[src/sv/dqvt_pkg.sv]
// Shared widths, constants and divider handshake types for the dual
// quadrature velocity tracker. No dependencies.
`default_nettype none
package dqvt_pkg;

   localparam int COUNT_W   = 16;
   localparam int SUM_W     = 32;
   localparam int RATE_W    = 26;
   localparam int MS_W      = 32;
   localparam int IVL_W     = 16;
   localparam int QUO_W     = 25;               // |step| * 1000 < 2**25
   localparam int QCNT_W    = $clog2(QUO_W + 1);
   localparam int ACC_CNT_W = $clog2(SUM_W);

   localparam logic [QUO_W-1:0]  RATE_SCALE   = QUO_W'(1000);
   localparam logic [IVL_W-1:0]  INTERVAL_MAX = '1;

   localparam logic FUNC_UPDATE     = 1'b0;
   localparam logic FUNC_REBASELINE = 1'b1;

   typedef struct packed {
      logic             start;
      logic [QUO_W-1:0] dividend;
      logic [MS_W-1:0]  divisor;
   } div_req_type;

   typedef struct packed {
      logic             done;
      logic [QUO_W-1:0] quotient;
   } div_rsp_type;

endpackage
`default_nettype wire

[src/sv/dqvt_req_if.sv]
// Input channel: valid/ready handshake carrying one sample word.
// Depends on dqvt_pkg.
`default_nettype none
interface dqvt_req_if;
   import dqvt_pkg::*;

   logic               valid;
   logic               ready;
   logic               func;
   logic [COUNT_W-1:0] left_count;
   logic [COUNT_W-1:0] right_count;
   logic [MS_W-1:0]    span_ms;

   modport source (output valid, func, left_count, right_count, span_ms, input ready);
   modport sink   (input valid, func, left_count, right_count, span_ms, output ready);
endinterface
`default_nettype wire

[src/sv/dqvt_rsp_if.sv]
// Result channel: valid/ready handshake carrying one result word.
// Depends on dqvt_pkg.
`default_nettype none
interface dqvt_rsp_if;
   import dqvt_pkg::*;

   logic                      valid;
   logic                      ready;
   logic signed [COUNT_W-1:0] left_step;
   logic signed [COUNT_W-1:0] right_step;
   logic signed [SUM_W-1:0]   left_sum;
   logic signed [SUM_W-1:0]   right_sum;
   logic signed [RATE_W-1:0]  left_rate;
   logic signed [RATE_W-1:0]  right_rate;
   logic [IVL_W-1:0]          interval_out;

   modport source (output valid, left_step, right_step, left_sum, right_sum, left_rate,
                   right_rate, interval_out, input ready);
   modport sink   (input valid, left_step, right_step, left_sum, right_sum, left_rate,
                   right_rate, interval_out, output ready);
endinterface
`default_nettype wire

[src/sv/dqvt_divider.sv]
// Radix-2 restoring divider, one quotient bit per cycle.
// Depends on dqvt_pkg.
`default_nettype none
module dqvt_divider (
   input  wire                   clock,
   input  wire                   reset,
   input  dqvt_pkg::div_req_type req,
   output dqvt_pkg::div_rsp_type rsp
);
   import dqvt_pkg::*;

   logic              busy_ff, busy_in;
   logic              done_ff, done_in;
   logic [QCNT_W-1:0] cnt_ff, cnt_in;
   logic [MS_W-1:0]   rem_ff, rem_in;
   logic [QUO_W-1:0]  quo_ff, quo_in;   // dividend bits out the top, quotient in the bottom

   logic [MS_W:0] trial;
   logic          ge;

   always_comb begin
      trial   = {rem_ff, quo_ff[QUO_W-1]};
      ge      = trial >= {1'b0, req.divisor};
      busy_in = busy_ff;
      done_in = 1'b0;
      cnt_in  = cnt_ff;
      rem_in  = rem_ff;
      quo_in  = quo_ff;
      if (req.start) begin
         busy_in = 1'b1;
         cnt_in  = QCNT_W'(QUO_W);
         rem_in  = '0;
         quo_in  = req.dividend;
      end else if (busy_ff) begin
         // remainder stays below the divisor, so the top trial bit drops out
         rem_in = ge ? MS_W'(trial - {1'b0, req.divisor}) : trial[MS_W-1:0];
         quo_in = {quo_ff[QUO_W-2:0], ge};
         cnt_in = cnt_ff - 1'b1;
         if (cnt_ff == QCNT_W'(1)) begin
            busy_in = 1'b0;
            done_in = 1'b1;
         end
      end
   end

   always_ff @(posedge clock) begin
      if (reset) begin
         busy_ff <= 1'b0;
         done_ff <= 1'b0;
         cnt_ff  <= '0;
      end else begin
         busy_ff <= busy_in;
         done_ff <= done_in;
         cnt_ff  <= cnt_in;
      end
      rem_ff <= rem_in;
      quo_ff <= quo_in;
   end

   assign rsp.done     = done_ff;
   assign rsp.quotient = quo_ff;

endmodule
`default_nettype wire

[src/sv/dual_quadrature_velocity_tracker.sv]
// Dual quadrature velocity tracker, top level.
// Depends on dqvt_pkg, dqvt_req_if, dqvt_rsp_if and dqvt_divider.
//
// Usage:
//   req_chan carries one sample word: func, left_count, right_count, span_ms.
//   func update gives the wrap-aware 16-bit steps, the 32-bit running sums,
//   counts per second (step * 1000 / span_ms, toward zero) and the
//   saturated interval. func rebaseline captures the counts, clears the sums
//   and returns an all-zero word.
//   rsp_chan returns exactly one word per accepted sample, in order.
// Sequencing:
//   A sample with nonzero span_ms runs two divisions, left then right, on one
//   shared bit-serial divider. The sums take a bit-serial add in parallel, and
//   the result waits for it; a zero-interval sample runs only the add and a
//   rebaseline neither.
//   req_chan.ready is high only while no sample is in flight.
// Reset: synchronous, clears counts, sums and the handshake state.
// Stall: the result sits in an output register; the next sample is accepted
//   and processed while it waits, and that sample's result waits in turn
//   until rsp_chan.ready frees the register.
`default_nettype none
module dual_quadrature_velocity_tracker (
   input  wire        clock,
   input  wire        reset,
   dqvt_req_if.sink   req_chan,
   dqvt_rsp_if.source rsp_chan
);
   import dqvt_pkg::*;

   typedef enum logic [2:0] {IDLE, START_L, WAIT_L, START_R, WAIT_R, FINISH} state_type;

   state_type state_ff;

   logic [COUNT_W-1:0]        left_last_ff, right_last_ff;
   logic [SUM_W-1:0]          left_accum_ff, right_accum_ff;
   logic signed [COUNT_W-1:0] left_step_ff, right_step_ff;
   logic [COUNT_W-1:0]        left_sh_ff, right_sh_ff;
   logic                      left_cy_ff, right_cy_ff;
   logic                      acc_busy_ff;
   logic [ACC_CNT_W-1:0]      acc_cnt_ff;
   logic signed [RATE_W-1:0]  left_rate_ff, right_rate_ff;
   logic [MS_W-1:0]           ms_ff;
   logic [IVL_W-1:0]          ivl_ff;

   logic                      rsp_valid_ff;
   logic signed [COUNT_W-1:0] rsp_left_step_ff, rsp_right_step_ff;
   logic signed [SUM_W-1:0]   rsp_left_sum_ff, rsp_right_sum_ff;
   logic signed [RATE_W-1:0]  rsp_left_rate_ff, rsp_right_rate_ff;
   logic [IVL_W-1:0]          rsp_ivl_ff;

   logic               req_fire, load_rsp;
   logic [COUNT_W-1:0] left_step_in, right_step_in;
   logic [COUNT_W-1:0] sel_step, sel_mag;
   logic               l_sum_bit, r_sum_bit;
   logic [RATE_W-1:0]  quo_ext;
   div_req_type        div_req;
   div_rsp_type        div_rsp;

   assign req_chan.ready = (state_ff == IDLE);
   assign req_fire       = req_chan.valid && req_chan.ready;
   assign load_rsp       = (state_ff == FINISH) && !acc_busy_ff
                           && (!rsp_valid_ff || rsp_chan.ready);

   assign left_step_in  = req_chan.left_count - left_last_ff;
   assign right_step_in = req_chan.right_count - right_last_ff;

   // divider feed: |step| * 1000, the sign is reapplied on the quotient
   assign sel_step         = (state_ff == START_L) ? left_step_ff : right_step_ff;
   assign sel_mag          = sel_step[COUNT_W-1] ? COUNT_W'(~sel_step + 1'b1) : sel_step;
   assign div_req.start    = (state_ff == START_L) || (state_ff == START_R);
   assign div_req.dividend = QUO_W'(QUO_W'(sel_mag) * RATE_SCALE);
   assign div_req.divisor  = ms_ff;
   assign quo_ext          = RATE_W'(div_rsp.quotient);

   dqvt_divider u_div (
      .clock (clock),
      .reset (reset),
      .req   (div_req),
      .rsp   (div_rsp)
   );

   // bit-serial sum: accumulator rotates LSB first, step copy shifts with sign fill
   assign l_sum_bit = left_accum_ff[0] ^ left_sh_ff[0] ^ left_cy_ff;
   assign r_sum_bit = right_accum_ff[0] ^ right_sh_ff[0] ^ right_cy_ff;

   always_ff @(posedge clock) begin
      if (reset) begin
         state_ff       <= IDLE;
         left_last_ff   <= '0;
         right_last_ff  <= '0;
         left_accum_ff  <= '0;
         right_accum_ff <= '0;
         acc_busy_ff    <= 1'b0;
         acc_cnt_ff     <= '0;
         rsp_valid_ff   <= 1'b0;
      end else begin
         if (load_rsp) begin
            rsp_valid_ff <= 1'b1;
         end else if (rsp_chan.ready) begin
            rsp_valid_ff <= 1'b0;
         end

         if (acc_busy_ff) begin
            left_accum_ff  <= {l_sum_bit, left_accum_ff[SUM_W-1:1]};
            right_accum_ff <= {r_sum_bit, right_accum_ff[SUM_W-1:1]};
            left_cy_ff     <= (left_accum_ff[0] & left_sh_ff[0])
                              | (left_cy_ff & (left_accum_ff[0] ^ left_sh_ff[0]));
            right_cy_ff    <= (right_accum_ff[0] & right_sh_ff[0])
                              | (right_cy_ff & (right_accum_ff[0] ^ right_sh_ff[0]));
            left_sh_ff     <= {left_sh_ff[COUNT_W-1], left_sh_ff[COUNT_W-1:1]};
            right_sh_ff    <= {right_sh_ff[COUNT_W-1], right_sh_ff[COUNT_W-1:1]};
            acc_cnt_ff     <= acc_cnt_ff - 1'b1;
            if (acc_cnt_ff == '0) begin
               acc_busy_ff <= 1'b0;
            end
         end

         case (state_ff)
            IDLE: begin
               if (req_fire) begin
                  left_last_ff  <= req_chan.left_count;
                  right_last_ff <= req_chan.right_count;
                  ms_ff         <= req_chan.span_ms;
                  left_rate_ff  <= '0;
                  right_rate_ff <= '0;
                  if (req_chan.func == FUNC_REBASELINE) begin
                     left_accum_ff  <= '0;
                     right_accum_ff <= '0;
                     left_step_ff   <= '0;
                     right_step_ff  <= '0;
                     ivl_ff         <= '0;
                     state_ff       <= FINISH;
                  end else begin
                     left_step_ff  <= left_step_in;
                     right_step_ff <= right_step_in;
                     left_sh_ff    <= left_step_in;
                     right_sh_ff   <= right_step_in;
                     left_cy_ff    <= 1'b0;
                     right_cy_ff   <= 1'b0;
                     acc_busy_ff   <= 1'b1;
                     acc_cnt_ff    <= ACC_CNT_W'(SUM_W - 1);
                     if (req_chan.span_ms == '0) begin
                        ivl_ff   <= '0;
                        state_ff <= FINISH;
                     end else begin
                        ivl_ff   <= (req_chan.span_ms > MS_W'(INTERVAL_MAX))
                                    ? INTERVAL_MAX : req_chan.span_ms[IVL_W-1:0];
                        state_ff <= START_L;
                     end
                  end
               end
            end
            START_L: begin
               state_ff <= WAIT_L;
            end
            WAIT_L: begin
               if (div_rsp.done) begin
                  left_rate_ff <= left_step_ff[COUNT_W-1] ? RATE_W'(~quo_ext + 1'b1) : quo_ext;
                  state_ff     <= START_R;
               end
            end
            START_R: begin
               state_ff <= WAIT_R;
            end
            WAIT_R: begin
               if (div_rsp.done) begin
                  right_rate_ff <= right_step_ff[COUNT_W-1] ? RATE_W'(~quo_ext + 1'b1)
                                                            : quo_ext;
                  state_ff      <= FINISH;
               end
            end
            FINISH: begin
               if (load_rsp) begin
                  state_ff <= IDLE;
               end
            end
            default: begin
               state_ff <= IDLE;
            end
         endcase
      end
   end

   always_ff @(posedge clock) begin
      if (load_rsp) begin
         rsp_left_step_ff  <= left_step_ff;
         rsp_right_step_ff <= right_step_ff;
         rsp_left_sum_ff   <= left_accum_ff;
         rsp_right_sum_ff  <= right_accum_ff;
         rsp_left_rate_ff  <= left_rate_ff;
         rsp_right_rate_ff <= right_rate_ff;
         rsp_ivl_ff        <= ivl_ff;
      end
   end

   assign rsp_chan.valid        = rsp_valid_ff;
   assign rsp_chan.left_step    = rsp_left_step_ff;
   assign rsp_chan.right_step   = rsp_right_step_ff;
   assign rsp_chan.left_sum     = rsp_left_sum_ff;
   assign rsp_chan.right_sum    = rsp_right_sum_ff;
   assign rsp_chan.left_rate    = rsp_left_rate_ff;
   assign rsp_chan.right_rate   = rsp_right_rate_ff;
   assign rsp_chan.interval_out = rsp_ivl_ff;

   // a word is only loaded out of FINISH
   a_rsp_from_finish: assert property (@(posedge clock) disable iff (reset)
      $rose(rsp_valid_ff) |-> $past(state_ff == FINISH))
      else $error("result word raised outside FINISH");

   // serial sum of the previous sample must be complete before a new one
   a_accum_idle_on_accept: assert property (@(posedge clock) disable iff (reset)
      req_fire |-> !acc_busy_ff)
      else $error("sample accepted while sum still shifting");

   // divider completions only land while a wait state expects them
   a_div_done_expected: assert property (@(posedge clock) disable iff (reset)
      div_rsp.done |-> (state_ff == WAIT_L || state_ff == WAIT_R))
      else $error("unexpected divider completion");

   a_rebaseline_clears: assert property (@(posedge clock) disable iff (reset)
      (req_fire && req_chan.func == FUNC_REBASELINE)
      |=> (left_accum_ff == '0 && right_accum_ff == '0 && state_ff == FINISH))
      else $error("rebaseline did not clear sums");

endmodule
`default_nettype wire

[src/flat_wrapper.sv]
// flat-port wrapper written by rule: the top's interface ports become plain ports
module dual_quadrature_velocity_tracker_flat import dqvt_pkg::*;
  (clock, reset, req_chan_valid, req_chan_func, req_chan_left_count, req_chan_right_count, req_chan_span_ms, req_chan_ready, rsp_chan_valid, rsp_chan_left_step, rsp_chan_right_step, rsp_chan_left_sum, rsp_chan_right_sum, rsp_chan_left_rate, rsp_chan_right_rate, rsp_chan_interval_out, rsp_chan_ready);
  dqvt_req_if req_chan_i ();
  dqvt_rsp_if rsp_chan_i ();
  input  wire clock;
  input  wire reset;
  input wire logic [$bits(req_chan_i.valid)-1:0] req_chan_valid;
  input wire logic [$bits(req_chan_i.func)-1:0] req_chan_func;
  input wire logic [$bits(req_chan_i.left_count)-1:0] req_chan_left_count;
  input wire logic [$bits(req_chan_i.right_count)-1:0] req_chan_right_count;
  input wire logic [$bits(req_chan_i.span_ms)-1:0] req_chan_span_ms;
  output wire logic [$bits(req_chan_i.ready)-1:0] req_chan_ready;
  output wire logic [$bits(rsp_chan_i.valid)-1:0] rsp_chan_valid;
  output wire logic [$bits(rsp_chan_i.left_step)-1:0] rsp_chan_left_step;
  output wire logic [$bits(rsp_chan_i.right_step)-1:0] rsp_chan_right_step;
  output wire logic [$bits(rsp_chan_i.left_sum)-1:0] rsp_chan_left_sum;
  output wire logic [$bits(rsp_chan_i.right_sum)-1:0] rsp_chan_right_sum;
  output wire logic [$bits(rsp_chan_i.left_rate)-1:0] rsp_chan_left_rate;
  output wire logic [$bits(rsp_chan_i.right_rate)-1:0] rsp_chan_right_rate;
  output wire logic [$bits(rsp_chan_i.interval_out)-1:0] rsp_chan_interval_out;
  input wire logic [$bits(rsp_chan_i.ready)-1:0] rsp_chan_ready;
  assign req_chan_i.valid = req_chan_valid;
  assign req_chan_i.func = req_chan_func;
  assign req_chan_i.left_count = req_chan_left_count;
  assign req_chan_i.right_count = req_chan_right_count;
  assign req_chan_i.span_ms = req_chan_span_ms;
  assign req_chan_ready = req_chan_i.ready;
  assign rsp_chan_valid = rsp_chan_i.valid;
  assign rsp_chan_left_step = rsp_chan_i.left_step;
  assign rsp_chan_right_step = rsp_chan_i.right_step;
  assign rsp_chan_left_sum = rsp_chan_i.left_sum;
  assign rsp_chan_right_sum = rsp_chan_i.right_sum;
  assign rsp_chan_left_rate = rsp_chan_i.left_rate;
  assign rsp_chan_right_rate = rsp_chan_i.right_rate;
  assign rsp_chan_interval_out = rsp_chan_i.interval_out;
  assign rsp_chan_i.ready = rsp_chan_ready;
  dual_quadrature_velocity_tracker u_core (.clock(clock), .reset(reset), .req_chan(req_chan_i), .rsp_chan(rsp_chan_i));
endmodule
[config.mk]
export PLATFORM = sky130hd
export DESIGN_NAME = dual_quadrature_velocity_tracker_flat
export DESIGN_NICKNAME = d
export VERILOG_FILES = /design/src/sv/dqvt_pkg.sv /design/src/sv/dqvt_req_if.sv /design/src/sv/dqvt_rsp_if.sv /design/src/sv/dqvt_divider.sv /design/src/sv/dual_quadrature_velocity_tracker.sv /design/src/flat_wrapper.sv
export SDC_FILE = /design/constraint.sdc
export NUM_CORES = 1
export LEC_CHECK = 0
export BUFFER_PORTS_ARGS = -buffer_cell sky130_fd_sc_hd__buf_2
export CORE_MARGIN = 3
export CORE_UTILIZATION = 60
export DETAILED_ROUTE_END_ITERATION = 16
export GPL_TIMING_DRIVEN = 0
export HOLD_SLACK_MARGIN = 0.02
export PLACE_DENSITY_LB_ADDON = 0.15
export REMOVE_ABC_BUFFERS = 1
export SYNTH_ARGS = -nofsm -noshare
export SYNTH_HDL_FRONTEND = slang
export SYNTH_SLANG_ARGS = --single-unit
[constraint.sdc]
create_clock -name clock -period 11 [get_ports clock]
set_input_delay 0 -clock clock [delete_from_list [all_inputs] [get_ports clock]]
set_output_delay 0 -clock clock [all_outputs]
set_load 0.03 [all_outputs]
# Word level (Yosys, flattened, before mapping)
# Index checks and enable logic that the tools add are counted.
totals:
  ff_bits: 500
  inputBits: 69
  wordCells: 149
  output_inout_bits: 166
op_classes:
  addsub: 7
  muxes: 61
  n_eq_ne: 10
  magnitude_cmp: 2
  reduce_logical: 22
  n_bitwise: 14
  n_mul: 1
op_table:
  columns: ["cell", "n"]
  rows:
  - ["$mux 32", 9]
  - ["$mux 16", 9]
  - ["$mux 26", 5]
  - ["$pmux 26 s2", 2]
  - ["$mux 25", 2]
  - ["$ge 33x32->1", 1]
  - ["$gt 32x16->1 const B", 1]
  - ["$logic_not 32->1", 1]
  - ["$sub 16x16->16", 2]
  - ["$sub 32x32->32", 1]
  - ["$mux 15", 2]
  - ["$mux 5", 6]
  - ["$add 26x1->26 const B", 1]
  - ["$not 25->26", 1]
  - ["$mul 16x7->22 const B", 1]
  - ["$mux 1", 19]
  - ["$mux 3", 6]
  - ["$pmux 3 s6", 1]
  - ["$add 16x1->16 const B", 1]
  - ["$not 16->16", 1]
  - ["$reduce_and 4->1", 3]
  - ["$sub 5x1->5 const B", 2]
  - ["$reduce_bool 2->1", 4]
  - ["$eq 3x2->1 const B", 2]
  - ["18 further kinds", 34]

# Longest topological paths before layout
# Gate-level depths: netlist (run 1).
logic_depth:
  ltp_word: 7
  ltp_mapped: 26
  depth_no_buf: 24

# Modules after synthesis
# Synthesis (run 1) repeated with hierarchy kept, for this count alone.
hier_totals:
  cells_unflattened: 2312
  hier_area_um2: 25530.7
modules_own_cells:
  columns: ["mod", "area_per_inst_um2", "n_inst", "seq_area_each_um2", "cells_per_inst"]
  rows:
  - ["dual_quadrature_velocity_tracker", 20628.5, 1, 12031.5, 1732]
  - ["dqvt_divider", 4902.2, 1, 1531.5, 580]

# Worst setup path after synthesis (run 1)
# No wires, ideal clock.
synth_timing:
  kind: "reg2reg"
  startpoint: "register u_core.state_ff[0]"
  endpoint: "register u_core.state_ff[2]"
  synth_period_minus_slack_ns: 8.918
  t_arrival_ns: 8.790
  n_path_buf: 1
  t_required_ns: 10.872
  setup_ns: 0.128
  stages_incl_launch_ff: 6
  slack_ns: 2.082
  path_cell_list: "dfxtp_1 > clkbuf_1 > nand4b_1 > nor2b_1 > o21bai_1 > a21oi_1"
synth_via:
  elab_chain_len: 5
  word_cells_on_any_way: 15
  cone_classes: "eq/ne (9); mux (1); reduce/logical (5)"
synth_lines:
  columns: ["item", "line", "rtl"]
  rows:
  - ["start: declaration", "dual_quadrature_velocity_tracker.sv:32", "state_type state_ff;"]
  - ["start signal: assignment", "dual_quadrature_velocity_tracker.sv:88", "state_ff <= IDLE;"]
  - ["start signal: assignment", "dual_quadrature_velocity_tracker.sv:132", "state_ff <= FINISH;"]
  - ["start signal: assignment", "dual_quadrature_velocity_tracker.sv:144", "state_ff <= FINISH;"]
  - ["$eq 3x3->1", "dual_quadrature_velocity_tracker.sv:61", "assign load_rsp = (state_ff == FINISH) && !acc_busy_ff"]
  - ["$logic_and 1x1->1", "dual_quadrature_velocity_tracker.sv:61", null]
  - ["$logic_and 1x1->1", "dual_quadrature_velocity_tracker.sv:62", "&& (!rsp_valid_ff || rsp_chan.ready);"]
  - ["named net u_core.load_rsp", "dual_quadrature_velocity_tracker.sv:51", "logic req_fire, load_rsp;"]
  - ["$ne 2x1->1 (no source line)", null, null]
  - ["$reduce_and 4->1 (no source line)", null, null]
# The timed path passes the listed nets, and every way through them passes these cells.
# A chain may end at the register's enable or synchronous reset.

# Worst setup path after layout (run 1)
layout_timing:
  startpoint: "register u_core.state_ff[0]"
  endpoint: "register u_core.u_div.quo_ff[24] (data pin)"
layout_via:
  elab_chain_len: 7
  word_cells_on_any_way: 9
  cone_classes: "add/sub (1); mul (1); eq/ne (2); mux (3); bitwise (1); reduce/logical (1)"
layout_lines:
  columns: ["item", "line", "rtl"]
  rows:
  - ["$eq 3x1->1", "dual_quadrature_velocity_tracker.sv:68, dual_quadrature_velocity_tracker.sv:70", null]
  - ["$mux 16", "dual_quadrature_velocity_tracker.sv:68", "assign sel_step = (state_ff == START_L) ? left_step_ff : right_step_ff;"]
  - ["$not 16->16", "dual_quadrature_velocity_tracker.sv:69", "assign sel_mag = sel_step[COUNT_W-1] ? COUNT_W'(~sel_step + 1'b1) : sel_step;"]
  - ["$add 16x1->16", "dual_quadrature_velocity_tracker.sv:69", null]
  - ["$mux 16", "dual_quadrature_velocity_tracker.sv:69", null]
  - ["$mul 16x7->22", "dual_quadrature_velocity_tracker.sv:71", "assign div_req.dividend = QUO_W'(QUO_W'(sel_mag) * RATE_SCALE);"]
  - ["$mux 25 (*)", "dqvt_divider.sv:29", "if (req.start) begin"]
  - ["named net u_core.u_div.quo_in[24]", "dqvt_divider.sv:16", "logic [QUO_W-1:0] quo_ff, quo_in;"]
  - ["end signal: assignment", "dqvt_divider.sv:57", "quo_ff <= quo_in;"]
  - ["end: declaration", "dqvt_divider.sv:16", null]
# The timed path passes the listed nets; every way through them passes the cells marked *.

==> results of run 1 <==
## per-stage QoR
stage | instance area, um2 | instances
after floorplan | 24500 | 2153
after global placement | 26400 | 2919
after detailed placement | 26800 | 2939
after CTS | 29100 | 3105
after global routing | 29100 | 3105
final | 29100 | 3105
## power breakdown
group          internal [mW]  switching, mW
registers               2.29          0.184
logic                   2.20           2.84
clock network          0.972          0.727
total                   5.46           3.75
## registers in the layout (all words and copies together) (netlist names), 25 cells and up
name / count
u_core.left_accum_ff: 32
u_core.ms_ff: 32
u_core.right_accum_ff: 32
u_core.rsp_chan.left_sum: 32
u_core.rsp_chan.right_sum: 32
u_core.u_div.rem_ff: 32
u_core.left_rate_ff: 26
u_core.right_rate_ff: 26
u_core.rsp_chan.left_rate: 26
u_core.rsp_chan.right_rate: 26
u_core.u_div.quo_ff: 25
## logic make-up after synthesis
family / count (synthesis) / share of synthesized area, %
AO/OA/AOI/OAI: 403 / 9.71
AND/OR/NAND/NOR: 649 / 11.8
adder cells (fa/ha/maj): 167 / 9.95
XOR/XNOR: 148 / 5.21
multiplexers: 117 / 4.69
buffers and inverters: 270 / 4.47
flip-flops: 500 / 54.1
## critical path, stage by stage (launching register included)
cell and delay, ps:
dfxtp_1 640, nand2b_2 490, nor2_2 1170, mux2i_1 620, ha_1 300, nor2_1 80
xor2_1 310, inv_1 210, fa_1 580, inv_1 70, fa_1 470, fa_1 550
inv_1 50, fa_1 450, ha_1 260, a211oi_1 340, o21bai_1 160, a31o_2 290
a311oi_1 390, o21bai_1 140, a211oi_1 360, a21oi_1 140, xnor2_1 160, o21ai_0 390
## routing by layer
metal	vias up	routed length, um	part of all wire, %	GRT usage (%)
met3	108	2810	5.2	4.36
met1	8246	23500	43	32.0
met2	451	26100	48	40.6
li1	8458	-	-	-
met5	-	0	0	0
met4	0	1790	3.3	9.00
## cell type report
| cell class | instances | share of cell area (%) |
|---|---|---|
| repair buffers | 324 | 7.69 |
| inverters | 169 | 2.18 |
| clock inverters | 23 | 0.850 |
| clock buffers | 73 | 4.83 |
| well taps | 532 | 2.28 |
| multi-input cells | 1484 | 35.7 |
| flip-flops and latches | 500 | 46.5 |
## synth_stat cells, types with 5 or more instances
cell      number  share of area [%]
and3_1        10               0.25
fa_1          53                4.2
o211ai_1       8               0.24
xnor2_1       57                2.0
dfxtp_1      148                 12
edfxtp_1     352                 42
nor2_1       237                3.6
mux2i_1      116                4.6
nor4_1        14               0.35
buf_1          8               0.12
nand3_1       37               0.74
clkbuf_1      75                1.1
a31oi_1       12               0.30
buf_6          9               0.41
o21a_1        17               0.51
a211oi_1      34                1.0
ha_1         114                5.7
a21o_1        20               0.60
o41ai_1        6               0.21
nand4_1        9               0.23
nor2b_1       48                1.2
xor2_1        90                3.2
o31ai_1        8               0.24
buf_2          5               0.10
o21bai_1       8               0.24
o21ai_0       97                1.9
or4_1          7               0.21
inv_1        168                2.5
nor3_1        43               0.86
or3_1         12               0.30
nand2_1      190                2.9
nand2b_1      15               0.38
a21oi_1      156                3.1
## worst min path at each step
stage,from,to,cells after the start
floorplan,reset,u_core.acc_busy_ff,1
detailed placement,req_chan_span_ms[18],u_core.ms_ff[18],1
global placement,req_chan_span_ms[18],u_core.ms_ff[18],1
global route,req_chan_func,u_core.left_step_ff[1],2
CTS,req_chan_func,u_core.left_step_ff[1],2
finish,req_chan_func,u_core.left_step_ff[1],2
==> impl_metrics.csv, run 1 <==
group,metric,value,unit
grt,first_pass_grt_wire_length,87200,um
finish,fill_cells,2865,
worst_setup_path,crit_path_end_kind,"flop",
finish,layout_commonest_cell,"edfxtp_1",
worst_setup_path,timing.reg2reg.worst_path_depth,23,
die,core_area,0.0410,mm2
worst_setup_path,timing.critical_path.from,"u_core.state_ff[0]",
clocking,cts-root-to-sink-buffers,3,
timing,rel_slew_slack,9.15,%
timing,tightest_slew,1360,ps
die,initial_core_utilization,61.0,%
clocking,post-cts-setup-buffer-count,0,
power,ir_drop,0.000427,V
yosys,ys_seq_elements,500,
timing,max_freq,113,MHz
finish,final_net_count,2766,
route,drtPass1Iterations,5,
power,power_density,316,mW/mm2
finish,syn2layout_area_growth,16.6,%
clocking,clk_pin_slew_worst_paths,60,ps
route,drt_drc_violations_left,0,
finish,diodes,0,
power,fin_total_pwr,9.21,mW
worst_setup_path,crit_path_max_fanout,26,
place,dp_worst_setup_slack,2170,ps
yosys,post_synth.cell_area_avg,11.1,um2
worst_setup_path,r2r-end,"u_core.u_div.quo_ff[24]",
route,post_drt_via_cell_ratio,5.56,
finish,mostFrequentLayoutCells,"edfxtp_1, nor2_1, buf_2",
finish,multi_input_area,0.0104,mm2
timing,layout_min_cycle_time,8880,ps
grt,grtUsageTotal,24.2,%
route,num_vias,17263,
route,drt-initial-drc-count,1013,
yosys,synthArstFlopShare,0,%
worst_setup_path,cp-endpoint,"u_core.u_div.quo_ff[24]",
place,gpl.final_weighted_congestion,0.877,
yosys,yosys_warnings,0,
route,drt-wirelength-per-cell,17.5,um
clocking,clock_sinks,500,
finish,layout-drive-gt1-share,14.0,%
timing,timing.setup.tns,0,ps
grt,grt_max_degree,70,
worst_setup_path,worstPathRequired,11330,ps
yosys,number_of_synthesized_flops_with_an_enable_pin,352,
clocking,clock_tree.htree_level_count,2,
yosys,share_of_the_yosys_chip_area_belonging_to_registers,54.1,%
yosys,netlist_instances,2254,
worst_setup_path,worst_setup_path_start_kind,"flop",
worst_setup_path,reg2reg_slack,2120,ps
timing,final_max_slew_viol_count,0,
route,route.antenna.remaining_nets,0,
worst_setup_path,critical_path.reg2reg.startpoint,"u_core.state_ff[0]",
clocking,worstSkewPairLatency,600,ps
grt,via_count_of_the_first_global_routing_pass,17185,
clocking,cts-hold-fix-buffers,70,
finish,layout.area.seq,0.0135,mm2
min_path,worstHoldPathType,"input port to flop",
timing,holdWs,83.6,ps
yosys,synth.lib_cells_used.distinct,77,
yosys,postSynth.topFlopCell,"edfxtp_1",
timing,final.period_utilization,80.7,%
timing,final_hold_violating_endpoints,0,
timing,rsz0062_at_grt,"no",
die,num_rows,74,
clocking,clk_root_buffer_cell,"clkbuf_16",
die,die_y,210,um
die,die_w,210,um
clocking,tritoncts,"done",
die,design.portCount,235,
die,floorplan.die_area,0.0442,mm2
worst_setup_path,cp_data_arrival_time,9210,ps
yosys,syn_area,0.0250,mm2
run_status,run_status,"complete, no violations",
place,io_buffer_count,234,
clocking,cts-resized-gates,0,
timing,worst_clock_skew,27.5,ps
timing,setup_viol,0,
power,p_leak,11.5,nW
timing,post-route-worst-setup-slack,2120,ps
grt,grt-ovfl-total,0,
finish,postLayoutCoreUtil,71.0,%
flow_run,max_cap_viol_count,0,
grt,number_of_antenna_violations_at_the_first_check_in_global_routing,0,
route,routed_wirelength,54200,um
clocking,cts_inserted_buffers,51,
place,dp.final_hpwl,38200,um
worst_setup_path,timing.setup.critical_path_class,"flop to flop",
Note: power is estimated with default switching activity, not from simulation.
==> inputs of run 2 (changes only) <==
clock period = 9.2 ns   (was 11 ns; I/O delays follow)
==> run 2 against run 1 <==
  * Routed wire length about the same
  * Cell count unchanged
  * Flip-flop and latch count unchanged
  * Die area unchanged
  * Design area about the same
  * Combinational power up 20%
  * Global-route usage unchanged
  * Clock skew up 1.5 ps
  * Sequential share of layout area about the same
  * Largest power group unchanged
==> impl_metrics.csv, run 2 (synthesis gave the netlist of run 1 again) <==
group,metric,value,unit
route,num_vias,17259,
clocking,clock_sinks,500,
clocking,clock_tree.htree_level_count,2,
finish,layout-drive-gt1-share,14.0,%
grt,grt-ovfl-total,0,
timing,rel_slew_slack,11.3,%
finish,mostFrequentLayoutCells,"edfxtp_1, nor2_1, buf_2",
timing,holdWs,79.2,ps
place,dp.final_hpwl,38200,um
grt,grt_max_degree,70,
worst_setup_path,cp-endpoint,"u_core.u_div.quo_ff[24]",
power,power_density,378,mW/mm2
route,drt_drc_violations_left,0,
clocking,cts_inserted_buffers,51,
route,met2_routed_wl,26100,um
worst_setup_path,r2r-end,"u_core.u_div.quo_ff[24]",
worst_setup_path,cpMaxStageDelayCell,"nor2_4",
place,io_buffer_count,234,
run_status,run_status,"complete, no violations",
clocking,clk_pin_slew_worst_paths,60,ps
die,floorplan.die_area,0.0442,mm2
worst_setup_path,crit_path_max_fanout,26,
worst_setup_path,cp_data_arrival_time,8770,ps
worst_setup_path,worst_setup_path_start_kind,"flop",
clocking,cts-root-to-sink-buffers,3,
timing,max_freq,118,MHz
timing,timing.setup.tns,0,ps
timing,worst_clock_skew,29.0,ps
worst_setup_path,crit_path_end_kind,"flop",
clocking,tritoncts,"done",
die,num_rows,74,
timing,final_hold_violating_endpoints,0,
finish,layout_commonest_cell,"edfxtp_1",
timing,final_max_slew_viol_count,0,
die,core_area,0.0410,mm2
worst_setup_path,worstPathRequired,9530,ps
route,route.antenna.remaining_nets,0,
power,fin_total_pwr,11.0,mW
timing,rsz0062_at_grt,"no",
finish,fill_cells,2864,
worst_setup_path,critical_path.reg2reg.startpoint,"u_core.state_ff[0]",
timing,tightest_slew,1330,ps
finish,diodes,0,
worst_setup_path,critical_path.max_stage_delay,760,ps
timing,final.period_utilization,91.8,%
grt,grtUsageTotal,24.2,%
clocking,post-cts-setup-buffer-count,0,
worst_setup_path,crit_path_frequent_cell,"fa_1",
worst_setup_path,timing.critical_path.from,"u_core.state_ff[0]",
timing,layout_min_cycle_time,8440,ps
route,detailed_route_wire_length_on_metal_1,23600,um
grt,first_pass_grt_wire_length,87200,um
die,initial_core_utilization,61.0,%
clocking,clk_root_buffer_cell,"clkbuf_16",
route,routed_wirelength,54200,um
worst_setup_path,timing.reg2reg.worst_path_depth,23,
power,ir_drop,0.000513,V
route,drtPass1Iterations,5,
route,drt-wirelength-per-cell,17.4,um
die,design.portCount,235,
clocking,worstSkewPairLatency,600,ps
flow_run,max_cap_viol_count,0,
route,routed.top_layer,"met4",
worst_setup_path,crit_path_cell_trace,"nand2b_2, nor2_4, mux2i_1, ha_1, nor2_1, xor2_1, inv_1, fa_1, inv_1, fa_1, fa_1, inv_1, fa_1, ha_1, a211oi_1, o21bai_1, a31o_2, a311oi_1, o21bai_1, a211oi_1, a21oi_1, xnor2_1, o21ai_0",
route,drt-initial-drc-count,1004,
route,dr_wl_met3,2710,um
min_path,worstHoldPathType,"input port to flop",
worst_setup_path,timing.setup.critical_path_class,"flop to flop",
worst_setup_path,reg2reg_slack,760,ps
grt,number_of_antenna_violations_at_the_first_check_in_global_routing,0,
finish,syn2layout_area_growth,16.6,%
grt,via_count_of_the_first_global_routing_pass,17185,
power,p_leak,11.5,nW
finish,final_net_count,2766,
route,post_drt_via_cell_ratio,5.56,
die,die_w,210,um
timing,setup_viol,0,
die,die_y,210,um
place,gpl.final_weighted_congestion,0.877,
-- run 2: report_power, final --
group | internal (mW) | switching (mW) | total, mW
clock network | 1.16 | 0.868 | 2.03
logic | 2.63 | 3.39 | 6.03
registers | 2.73 | 0.221 | 2.95
-- run 2: worst max-delay path: cells and delay by family, from the launching register on --
kind                       cells  cell delay, ps
adders and majority gates      6            2610
AOI/OAI and AO/OA              8            2210
and+or+nand+nor                3            1330
DFF                            1             640
muxes                          1             600
xor gates and xnor gates       2             470
buffers and inverters          3             330
-- run 2: through the flow --
step | instances | area (um2) | utilization (%) | worst slack (ps)
global placement | 2919 | 26400 | 64.2 | -5750
detailed placement | 2939 | 26800 | 65.3 | 371
CTS | 3105 | 29100 | 71.0 | 326
global route | 3105 | 29100 | 71.1 | 77.5
finish | 3105 | 29100 | 71.1 | 756
floorplan | 2153 | 24500 | - | -1450
-- run 2: routing by layer --
metal  GRT usage (%)  up-vias
met2            40.6      446
li1                -     8461
met4            9.00        0
met5               0        -
met3            4.36      112
met1            32.0     8240
-- run 2: cell type report --
cell class / count / area [um2] / area share (%)
flip-flops and latches: 500 / 13500 / 46.4
multi-input cells: 1484 / 10400 / 35.7
clock inverters: 23 / 248 / 0.850
well taps: 532 / 666 / 2.28
clock buffers: 73 / 1410 / 4.83
repair buffers: 324 / 2240 / 7.69
inverters: 169 / 634 / 2.18
-- run 2: repair_timing --
| action | CTS | global route |
|---|---|---|
| hold endpoints to repair | 119 | 0 |
| resized for setup | 0 | 2 |
| endpoints found under the setup margin | 0 | 2 |
| hold buffers | 70 | 0 |
-- run 2: how the worst min path moves through the flow --
stage | startpoint | to | cells after the start
floorplan | reset | u_core.acc_busy_ff | 1
global placement | req_chan_span_ms[18] | u_core.ms_ff[18] | 1
detailed placement | req_chan_span_ms[18] | u_core.ms_ff[18] | 1
CTS | req_chan_func | u_core.left_step_ff[1] | 2
global route | req_chan_func | u_core.left_step_ff[1] | 2
finish | req_chan_func | u_core.left_step_ff[1] | 2
==> inputs of run 3 (changes only) <==
SETUP_SLACK_MARGIN = 0.4   (was unset)
clock period = 9.95 ns   (was 9.2 ns; I/O delays follow)
==> run 3 against run 2 <==
  * Hold slack better by 4.4 ps
  * Worst setup slack improved by 560 ps
  * Clock power is 7% lower
  * Design area hardly changed
  * Routed wire length barely moved
  * Flip-flop and latch count unchanged
==> impl_metrics.csv, run 3 (synthesis gave the netlist of run 1 again) <==
group,metric,value,unit
clocking,cts-root-to-sink-buffers,3,
timing,final_max_slew_viol_count,0,
power,ir_drop,0.000472,V
min_path,worstHoldPathType,"input port to flop",
clocking,worstSkewPairLatency,600,ps
worst_setup_path,crit_path_cell_trace,"nor2b_1, nand2_1, mux2i_1, nor2_1, xor2_1, inv_1, fa_1, inv_1, fa_1, fa_1, inv_1, fa_1, ha_1, a211oi_1, o21bai_1, a31o_2, a311oi_1, o21bai_1, a211oi_1, a21oi_1, xnor2_1, o21ai_0",
worst_setup_path,timing.reg2reg.worst_path_depth,22,
route,drt_drc_violations_left,0,
worst_setup_path,timing.setup.critical_path_class,"flop to flop",
worst_setup_path,critical_path.reg2reg.startpoint,"u_core.state_ff[0]",
die,design.portCount,235,
timing,setup_viol,0,
finish,layout-drive-gt1-share,14.0,%
power,power_density,349,mW/mm2
timing,rel_slew_slack,10.9,%
grt,first_pass_grt_wire_length,87200,um
clocking,clock_sinks,500,
grt,grtUsageTotal,24.2,%
clocking,clk_root_buffer_cell,"clkbuf_16",
worst_setup_path,cp_data_arrival_time,8970,ps
min_path,hold-path-cell-count,2,
worst_setup_path,critical_path.max_stage_delay,1010,ps
grt,grt_max_degree,70,
finish,syn2layout_area_growth,16.6,%
die,die_w,210,um
finish,mostFrequentLayoutCells,"edfxtp_1, nor2_1, buf_2",
worst_setup_path,reg2reg_slack,1310,ps
clocking,post-cts-setup-buffer-count,0,
timing,worst_clock_skew,27.9,ps
die,die_y,210,um
worst_setup_path,crit_path_max_fanout,15,
run_status,run_status,"complete, no violations",
route,post_drt_via_cell_ratio,5.56,
flow_run,max_cap_viol_count,0,
finish,layout_commonest_cell,"edfxtp_1",
worst_setup_path,timing.critical_path.from,"u_core.state_ff[0]",
grt,via_count_of_the_first_global_routing_pass,17185,
clocking,tritoncts,"done",
route,drtPass1Iterations,5,
power,fin_total_pwr,10.2,mW
die,initial_core_utilization,61.0,%
die,floorplan.die_area,0.0442,mm2
place,gpl.final_weighted_congestion,0.877,
worst_setup_path,crit_path_end_kind,"flop",
place,dp.final_hpwl,38200,um
grt,grt-ovfl-total,0,
clocking,clock_tree.htree_level_count,2,
die,core_area,0.0410,mm2
clocking,clk_pin_slew_worst_paths,60,ps
finish,fill_cells,2864,
route,route.antenna.remaining_nets,0,
finish,postLayoutCoreUtil,71.1,%
route,drt-wirelength-per-cell,17.5,um
min_path,hold_path_end,"u_core.left_step_ff[1]",
timing,tightest_slew,1340,ps
route,num_vias,17271,
timing,holdWs,83.7,ps
worst_setup_path,r2r-end,"u_core.u_div.quo_ff[24]",
worst_setup_path,cpMaxStageDelayCell,"nor2b_1",
worst_setup_path,crit_path_frequent_cell,"fa_1",
finish,diodes,0,
timing,final.period_utilization,86.8,%
timing,max_freq,116,MHz
place,place.detailed.instances,2939,
route,routed_wirelength,54200,um
timing,rsz0062_at_grt,"no",
power,p_leak,11.5,nW
worst_setup_path,worst_setup_path_start_kind,"flop",
die,num_rows,74,
grt,number_of_antenna_violations_at_the_first_check_in_global_routing,0,
clocking,cts_inserted_buffers,51,
worst_setup_path,worstPathRequired,10280,ps
min_path,launch_instance_of_the_worst_min_delay_path,"req_chan_func",
finish,stdcell_count,3105,
finish,final_net_count,2766,
place,io_buffer_count,234,
timing,layout_min_cycle_time,8640,ps
timing,final_hold_violating_endpoints,0,
route,drt-initial-drc-count,1016,
## run 3: cell counts in the layout (fill, tap and decap cells not counted)
Identical to the previous run, type by type.
## run 3: worst max path at each step
stage	to	depth (start not counted)
after floorplan	u_core.state_ff[2]	4
after global placement	u_core.state_ff[2]	4
final	u_core.u_div.quo_ff[24]	22
after global routing	u_core.u_div.quo_ff[24]	22
after detailed placement	u_core.u_div.quo_ff[24]	22
after CTS	u_core.u_div.quo_ff[24]	22
## run 3: layout make-up
cell class,instances,area (um2),share of cell area [%]
timing repair buffer,324,2240,7.69
tap,532,666,2.28
sequential,500,13500,46.4
clock buffer,73,1410,4.83
clock inverter,23,248,0.850
multi-input combinational,1484,10400,35.7
inverter,169,634,2.18
## run 3: power breakdown
part           switching (mW)  internal, mW
Sequential              0.204          2.53
Combinational            3.13          2.43
Clock                   0.804          1.07
Total                    4.14          6.04
## run 3: timing repair
| item | in CTS | in global routing |
|---|---|---|
| hold buffers | 70 | 0 |
| endpoints found under the setup margin | 0 | 1 |
| resized for setup | 0 | 1 |
| endpoints found under the hold margin | 119 | 0 |
## run 3: per-stage QoR
stage          instance area (um2)  worst slack (ps)  TNS [ps]
2_1_floorplan                24500              -703    -87330
3_3_place_gp                 26400             -5000   -786480
3_5_place_dp                 26800              1120         0
4_1_cts                      29100              1080         0
5_1_grt                      29100               580         0
6_report                     29100              1310         0
## run 3: layer usage
metal | vias to the layer above | share of wire, % | GRT usage (%)
met1 | 8243 | 43 | 32.0
met5 | - | 0 | 0
li1 | 8454 | - | -
met2 | 461 | 48 | 40.6
met3 | 113 | 5.2 | 4.36
met4 | 0 | 3.4 | 9.00
## run 3: critical path: cells and delay by family (launching register included)
family	cells	cell delay [ps]
buf+inv	3	330
fa+ha+maj	5	2310
compound gates	8	2220
simple gates	3	1740
mux	1	670
flops	1	650
xor+xnor	2	470
